**config.mk**
```make
export PLATFORM = sky130hd
export DESIGN_NAME = w2s_vp
export DESIGN_NICKNAME = d
export VERILOG_FILES = /design/src/hw/rtl/w2s_pkg.sv /design/src/hw/rtl/w2s_vp.sv
export SDC_FILE = /design/constraint.sdc
export NUM_CORES = 2
export LEC_CHECK = 0
export BUFFER_PORTS_ARGS = -buffer_cell sky130_fd_sc_hd__buf_4
export CAP_MARGIN = 0
export CORE_MARGIN = 8
export CORE_UTILIZATION = 25
export DETAILED_ROUTE_END_ITERATION = 10
export PLACE_DENSITY = 0.42
export SYNTH_ARGS = -nofsm -noshare
export SYNTH_HDL_FRONTEND = slang
export SYNTH_SLANG_ARGS = --single-unit
```
**constraint.sdc**
```tcl
create_clock -name i_clk -period 7.53 [get_ports i_clk]
set_clock_uncertainty 0.05 [all_clocks]
set_input_delay 0 -clock i_clk [delete_from_list [all_inputs] [get_ports i_clk]]
set_output_delay 0 -clock i_clk [all_outputs]
set_load 0.01 [all_outputs]
```
**src/hw/rtl/w2s_pkg.sv**
```systemverilog
// shared widths, register indexes and stage structs for the world to screen projection
// no dependencies
`default_nettype none

package w2s_pkg;

    localparam int CoordW   = 16;
    localparam int CoefW    = 16;
    localparam int ProdW    = 32;
    localparam int ClipW    = 34;
    localparam int FracNd   = 14;
    localparam int NumW     = ClipW + FracNd;
    localparam int QuoW     = 26;
    localparam int RemW     = ClipW + 1;
    localparam int NdW      = QuoW + 2;
    localparam int VpW      = 12;
    localparam int OutW     = 16;
    localparam int CfgIdxW  = 8;
    localparam int CfgDataW = 64;

    localparam logic [CfgIdxW-1:0] CFG_ROW0      = 8'd0;
    localparam logic [CfgIdxW-1:0] CFG_ROW1      = 8'd1;
    localparam logic [CfgIdxW-1:0] CFG_ROW2      = 8'd2;
    localparam logic [CfgIdxW-1:0] CFG_ROW3      = 8'd3;
    localparam logic [CfgIdxW-1:0] CFG_ORIGIN_X  = 8'd4;
    localparam logic [CfgIdxW-1:0] CFG_ORIGIN_Y  = 8'd5;
    localparam logic [CfgIdxW-1:0] CFG_SIZE_X    = 8'd6;
    localparam logic [CfgIdxW-1:0] CFG_SIZE_Y    = 8'd7;

    typedef struct packed {
        logic                    valid;
        logic signed [ClipW-1:0] cx;
        logic signed [ClipW-1:0] cy;
        logic signed [ClipW-1:0] cz;
        logic signed [ClipW-1:0] cw;
    } t_clip;

    typedef struct packed {
        logic                  valid;
        logic                  wzero;
        logic signed [NdW-1:0] ndx;
        logic signed [NdW-1:0] ndy;
        logic signed [NdW-1:0] ndz;
    } t_nd;

endpackage

`default_nettype wire

```
**src/hw/rtl/w2s_vp.sv**
```systemverilog
// viewport mapping: span multiply stage, then round, clamp and output register
// depends on w2s_pkg
`default_nettype none

module w2s_vp (
    input  wire logic                           i_clk,
    input  wire logic                           i_rst_n,
    input  wire logic                           i_en,
    input  wire w2s_pkg::t_nd                   i_nd,
    input  wire logic [w2s_pkg::VpW-1:0]        i_origin_x,
    input  wire logic [w2s_pkg::VpW-1:0]        i_origin_y,
    input  wire logic [w2s_pkg::VpW-1:0]        i_size_x,
    input  wire logic [w2s_pkg::VpW-1:0]        i_size_y,
    output logic                                o_valid,
    output logic signed [w2s_pkg::OutW-1:0]     o_screen_x,
    output logic signed [w2s_pkg::OutW-1:0]     o_screen_y,
    output logic signed [w2s_pkg::OutW-1:0]     o_depth_z,
    output logic                                o_w_zero,
    output logic                                o_saturated
);

    localparam int TW = w2s_pkg::NdW + 1;
    localparam int SW = w2s_pkg::VpW + 1;
    localparam int PW = TW + SW;
    localparam int MW = PW + 5;
    localparam int XW = MW - 11;

    logic                               r_va;
    logic                               r_wza;
    logic signed [PW-1:0]               r_px;
    logic signed [PW-1:0]               r_py;
    logic signed [w2s_pkg::OutW-1:0]    r_dz;
    logic                               r_satz;

    logic                               r_vb;
    logic signed [w2s_pkg::OutW-1:0]    r_sx;
    logic signed [w2s_pkg::OutW-1:0]    r_sy;
    logic signed [w2s_pkg::OutW-1:0]    r_dzb;
    logic                               r_wzb;
    logic                               r_sat;

    logic signed [PW-1:0]               n_px;
    logic signed [PW-1:0]               n_py;
    logic signed [w2s_pkg::OutW-1:0]    n_dz;
    logic                               n_satz;
    logic signed [XW-1:0]               n_fx;
    logic signed [XW-1:0]               n_fy;
    logic signed [w2s_pkg::OutW-1:0]    n_sx;
    logic signed [w2s_pkg::OutW-1:0]    n_sy;
    logic                               n_satx;
    logic                               n_saty;

    always_comb begin
        logic signed [TW-1:0] tx;
        logic signed [TW-1:0] ty;
        logic signed [SW-1:0] spx;
        logic signed [SW-1:0] spy;
        tx  = TW'(i_nd.ndx) + TW'(16384);
        ty  = TW'(i_nd.ndy) + TW'(16384);
        spx = $signed({1'b0, i_size_x}) - $signed({1'b0, i_origin_x});
        spy = $signed({1'b0, i_origin_y}) - $signed({1'b0, i_size_y});
        n_px = PW'(tx) * PW'(spx);
        n_py = PW'(ty) * PW'(spy);
        n_satz = 1'b0;
        if (i_nd.ndz > w2s_pkg::NdW'(16384)) begin
            n_dz = 16'sd16384;
            n_satz = 1'b1;
        end else if (i_nd.ndz < -w2s_pkg::NdW'(16384)) begin
            n_dz = -16'sd16384;
            n_satz = 1'b1;
        end else begin
            n_dz = i_nd.ndz[w2s_pkg::OutW-1:0];
        end
    end

    always_comb begin
        logic signed [MW-1:0] numx;
        logic signed [MW-1:0] numy;
        // base in Q.15, span product in Q.14 shifted up by 4, plus half for round half up
        numx = $signed(MW'({i_origin_x, 15'b0})) + (MW'(r_px) <<< 4) + MW'(1024);
        numy = $signed(MW'({i_size_y, 15'b0})) + (MW'(r_py) <<< 4) + MW'(1024);
        n_fx = numx[MW-1:11];
        n_fy = numy[MW-1:11];
        n_satx = 1'b1;
        n_saty = 1'b1;
        if (n_fx > XW'(32767))       n_sx = 16'sh7fff;
        else if (n_fx < -XW'(32768)) n_sx = -16'sh8000;
        else begin
            n_sx = n_fx[w2s_pkg::OutW-1:0];
            n_satx = 1'b0;
        end
        if (n_fy > XW'(32767))       n_sy = 16'sh7fff;
        else if (n_fy < -XW'(32768)) n_sy = -16'sh8000;
        else begin
            n_sy = n_fy[w2s_pkg::OutW-1:0];
            n_saty = 1'b0;
        end
    end

    always_ff @(posedge i_clk) begin
        if (!i_rst_n) begin
            r_va <= 1'b0;
            r_vb <= 1'b0;
        end else if (i_en) begin
            r_va <= i_nd.valid;
            r_vb <= r_va;
        end
        if (i_en) begin
            r_wza  <= i_nd.wzero;
            r_px   <= n_px;
            r_py   <= n_py;
            r_dz   <= n_dz;
            r_satz <= n_satz;
            r_wzb  <= r_wza;
            r_sx   <= r_wza ? '0 : n_sx;
            r_sy   <= r_wza ? '0 : n_sy;
            r_dzb  <= r_wza ? '0 : r_dz;
            r_sat  <= !r_wza && (n_satx || n_saty || r_satz);
        end
    end

    assign o_valid     = r_vb;
    assign o_screen_x  = r_sx;
    assign o_screen_y  = r_sy;
    assign o_depth_z   = r_dzb;
    assign o_w_zero    = r_wzb;
    assign o_saturated = r_sat;

endmodule

`default_nettype wire

```
==> flow_summary.rst <==
.. list-table::
   :header-rows: 1

   * - Metric
     - Value
   * - Run status
     - finished clean
   * - Count of H-tree levels built during CTS
     - 4
   * - Share of post-route cells with drive strength above 1
     - 20.62%
   * - First-pass GRT wire length
     - 164.7 mm
   * - Number of optimization iterations in the first detailed-route pass
     - 5
   * - Critical Path AT
     - 7590 ps
   * - Layout Nets
     - 5047
   * - Max Fanout on Critical Path
     - 3
   * - Ys flop type
     - sky130_fd_sc_hd__edfxtp_1
   * - Placeable core region
     - 0.1328 mm²
   * - Flops & latches, synth
     - 142
   * - RSZ-0062 raised after global routing
     - true
   * - Area enclosed by the die boundary
     - 0.1449 mm²
   * - Total count of max-transition violations in the final report
     - 0
   * - Port Buffers
     - 187
   * - Part of the Yosys area used for sequential elements
     - 12.76%
   * - Final setup fails
     - 0
   * - Buffers and inverters on the worst path
     - 6
   * - Placed cell count
     - 5686
   * - Routability congestion estimate
     - 0.8401
   * - Synth area leader
     - sky130_fd_sc_hd__fa_1
   * - Maximum Capacitance Violations
     - 0
   * - Area share of the largest cell type after synthesis
     - 40.82%
   * - Warning count from the yosys run
     - 0
   * - Portion of the clock cycle consumed by the worst path in the final layout
     - 98.82%
   * - Critical path data required time
     - 7680 ps
   * - Critical setup path kind
     - primary input to flip-flop
   * - Count of non-filler cells in the finished layout
     - 5775
   * - Relative max-transition margin
     - 24.02%
   * - Syn_nets
     - 4550
   * - Synthesis-to-layout area growth
     - 25.57%
   * - Worst Tran Pin Value
     - 1130 ps
   * - Endpoint type of the worst setup path
     - flip-flop
   * - Number of buffers created by CTS
     - 17
   * - Placed wire-length estimate after detailed placement
     - 88.53 mm
   * - Clock period minus worst slack
     - 7441 ps
   * - Top-Level Pins
     - 188
   * - Area contributors post-synth
     - sky130_fd_sc_hd__fa_1 (41%), sky130_fd_sc_hd__edfxtp_1 (13%), sky130_fd_sc_hd__ha_1 (9.0%), sky130_fd_sc_hd__inv_1 (6.2%), sky130_fd_sc_hd__nand2_1 (5.7%)
   * - Via count
     - 25520
   * - Post-DP Area
     - 0.03970 mm²
   * - Total Routed Length
     - 104.1 mm
   * - Unique masters post-synth
     - 85
   * - Post-synthesis async set-or-reset flop share
     - 0%
   * - Synth Cell Area
     - 0.03325 mm²
   * - Post-synth EDFFs
     - 140
   * - TritonCTS clock tree
     - yes
   * - Detail-routed via count per cell
     - 4.419
   * - Initial standard-cell utilization of the core
     - 25.04%
   * - Maximum number of pins on one net before global-route repair
     - 65
   * - Final TNS setup
     - 0 ps
   * - Worst min-delay path class
     - primary input to flip-flop
   * - Initial antenna violation count
     - 11
   * - Number of endpoints with negative hold slack in the final report
     - 0
   * - Biggest cell delay along the critical path
     - 580 ps
   * - Post-Layout Inst Area
     - 0.04175 mm²
   * - Sinks on the clock net
     - 142
   * - Clock insertion delay at the later pin of the skew report
     - 490 ps
   * - Top delay family on crit path
     - adder cells
   * - GRT Overall Usage
     - 14.43%
   * - Kind of launch point of the worst setup path
     - primary input
   * - Clock root buffer master
     - sky130_fd_sc_hd__clkbuf_16
   * - Maximum clock frequency
     - 134.4 MHz
   * - Number of violations reported at the end of detailed-routing iteration 0
     - 1074
   * - Row cnt
     - 134
   * - Overflow after GRT
     - 0
   * - Fraction of the core area covered by cells at the end of the flow
     - 31.44%
   * - FILL cells
     - 14050
   * - Maximum buffer depth of the clock tree
     - 2
   * - Number of global-route vias before repair
     - 28510
   * - Average cell area after synthesis
     - 9.513 µm²
   * - Height of the die
     - 380.7 µm
   * - Number of remaining DRC errors
     - 0
   * - Cell count after synthesis
     - 3495
   * - Die width
     - 380.7 µm
   * - Cell with the biggest individual delay on the critical path
     - sky130_fd_sc_hd__fa_1
   * - Post-DR wirelength/cell
     - 18.02 µm
   * - CTS clk-pin slew, worst paths
     - 70 ps
   * - Antenna-violating nets left
     - 0
flip-flops by register name (all words and copies together), names as in the netlist:
name and count:
r_px 36, r_py 36, o_depth_z 16, o_screen_x 16, o_screen_y 16, r_dz 16
o_saturated 1, o_valid 1, o_w_zero 1, r_satz 1, r_va 1, r_wza 1
metal layers:
layer	wire, µm	global-route usage [%]	up-vias	part of all wire (%)
met5	27	0	-	0.026
met4	2483	3.624	4	2.4
met3	4526	2.510	99	4.3
met2	48110	23.51	480	46
met1	48920	19.87	12940	47
li1	-	-	12000	-
layout by cell type, fill, tap and decap left out, types with 27 or more instances in the layout:
cell type,instances
sky130_fd_sc_hd__inv_1,541
sky130_fd_sc_hd__nor2b_1,74
sky130_fd_sc_hd__nor2_1,146
sky130_fd_sc_hd__nand2_1,500
sky130_fd_sc_hd__fa_1,658
sky130_fd_sc_hd__nand2b_1,67
sky130_fd_sc_hd__edfxtp_1,140
sky130_fd_sc_hd__nand3_1,56
sky130_fd_sc_hd__a21oi_1,92
sky130_fd_sc_hd__and2_1,160
sky130_fd_sc_hd__xor2_1,62
sky130_fd_sc_hd__nand4_1,27
sky130_fd_sc_hd__buf_12,28
sky130_fd_sc_hd__xnor2_1,99
sky130_fd_sc_hd__buf_4,549
sky130_fd_sc_hd__a21o_1,53
sky130_fd_sc_hd__o21ai_0,60
sky130_fd_sc_hd__ha_1,213
final timing paths:
check / to / startpoint / depth (start not counted) / slack [ps]
max: r_py[38]$_DFFE_PP_ / i_origin_y[2] / 33 / 90
min: o_screen_y[11]$_SDFFCE_PP0P_ / i_size_y[7] / 4 / 120
max reg2reg: o_screen_y[3]$_SDFFCE_PP0P_ / r_py[17]$_DFFE_PP_ / 11 / 2270
min reg2reg: o_valid$_SDFFE_PN0P_ / r_va$_SDFFE_PN0P_ / 2 / 480
what timing repair did:
item                                    in CTS  in global routing
hold endpoints to repair                    53                  0
pin swaps                                   66                147
gates resized for setup                     56                117
gates cloned                                 1                  3
hold buffers                                21                  0
buffers inserted                            19                 15
endpoints found under the setup margin      25                 34
tightest hold or removal path, stage by stage:
cell and delay, ps:
sky130_fd_sc_hd__buf_4 100, sky130_fd_sc_hd__ha_1 220, sky130_fd_sc_hd__xor2_1 110, sky130_fd_sc_hd__o21ai_2 110
stage by stage:
| stage | worst slack [ps] | hold slack, ps |
|---|---|---|
| global route | -193.1 | 112.5 |
| finish | 88.93 | 124.2 |
| detailed placement | -913.4 | 136.0 |
| floorplan | -159.4 | 48.87 |
| global placement | -863.9 | 135.1 |
| CTS | -53.97 | 71.81 |
cells in the mapped netlist (all sizes together), types with 3 or more instances:
cell / n
a211oi: 9
nor4: 11
o31a: 5
nand2: 505
xor2: 68
and2: 165
o22ai: 3
nor4b: 4
o21a: 14
mux2i: 5
or4b: 4
o211ai: 6
and4: 8
clkbuf: 138
ha: 240
a21oi: 110
nand3: 57
or2: 18
edfxtp: 140
nor2: 155
o31ai: 6
nand4b: 6
nand4: 27
nor3b: 3
nand2b: 67
fa: 678
inv: 550
o2111ai: 4
o21bai: 16
nor3: 21
a2111oi: 6
xnor2: 108
and3: 29
or3: 6
a31o: 3
a31oi: 17
or4: 3
buf: 7
nor2b: 76
nand3b: 3
a21boi: 9
a311oi: 6
a21o: 53
o21ai: 92
cell families (layout without fill, tap and decap cells):
| logic type | count (synthesis) | after routing | synth area share, % |
|---|---|---|---|
| AO/OA/AOI/OAI | 384 | 384 | 7.511 |
| XOR/XNOR | 176 | 176 | 4.636 |
| adder cells (fa/ha/maj) | 918 | 918 | 49.85 |
| buffers and inverters | 697 | 1207 | 7.910 |
| flip-flops | 142 | 142 | 12.76 |
| multiplexers | 7 | 7 | 0.2183 |
| other | 0 | 2 | 0 |
| AND/OR/NAND/NOR | 1171 | 1171 | 17.11 |
layout make-up:
type / count / area [µm²] / area share (%)
antenna: 2 / 5.005 / 0.01199
clock buffer: 17 / 425.4 / 1.019
clock inverter: 15 / 168.9 / 0.4046
inverter: 552 / 2087 / 4.999
multi-input combinational: 2656 / 27370 / 65.56
sequential: 142 / 4244 / 10.17
tap: 1768 / 2212 / 5.298
timing repair buffer: 623 / 5235 / 12.54
Power is not shown: default switching activity piles up to over one toggle a cycle in this logic, so the estimate is an artifact.
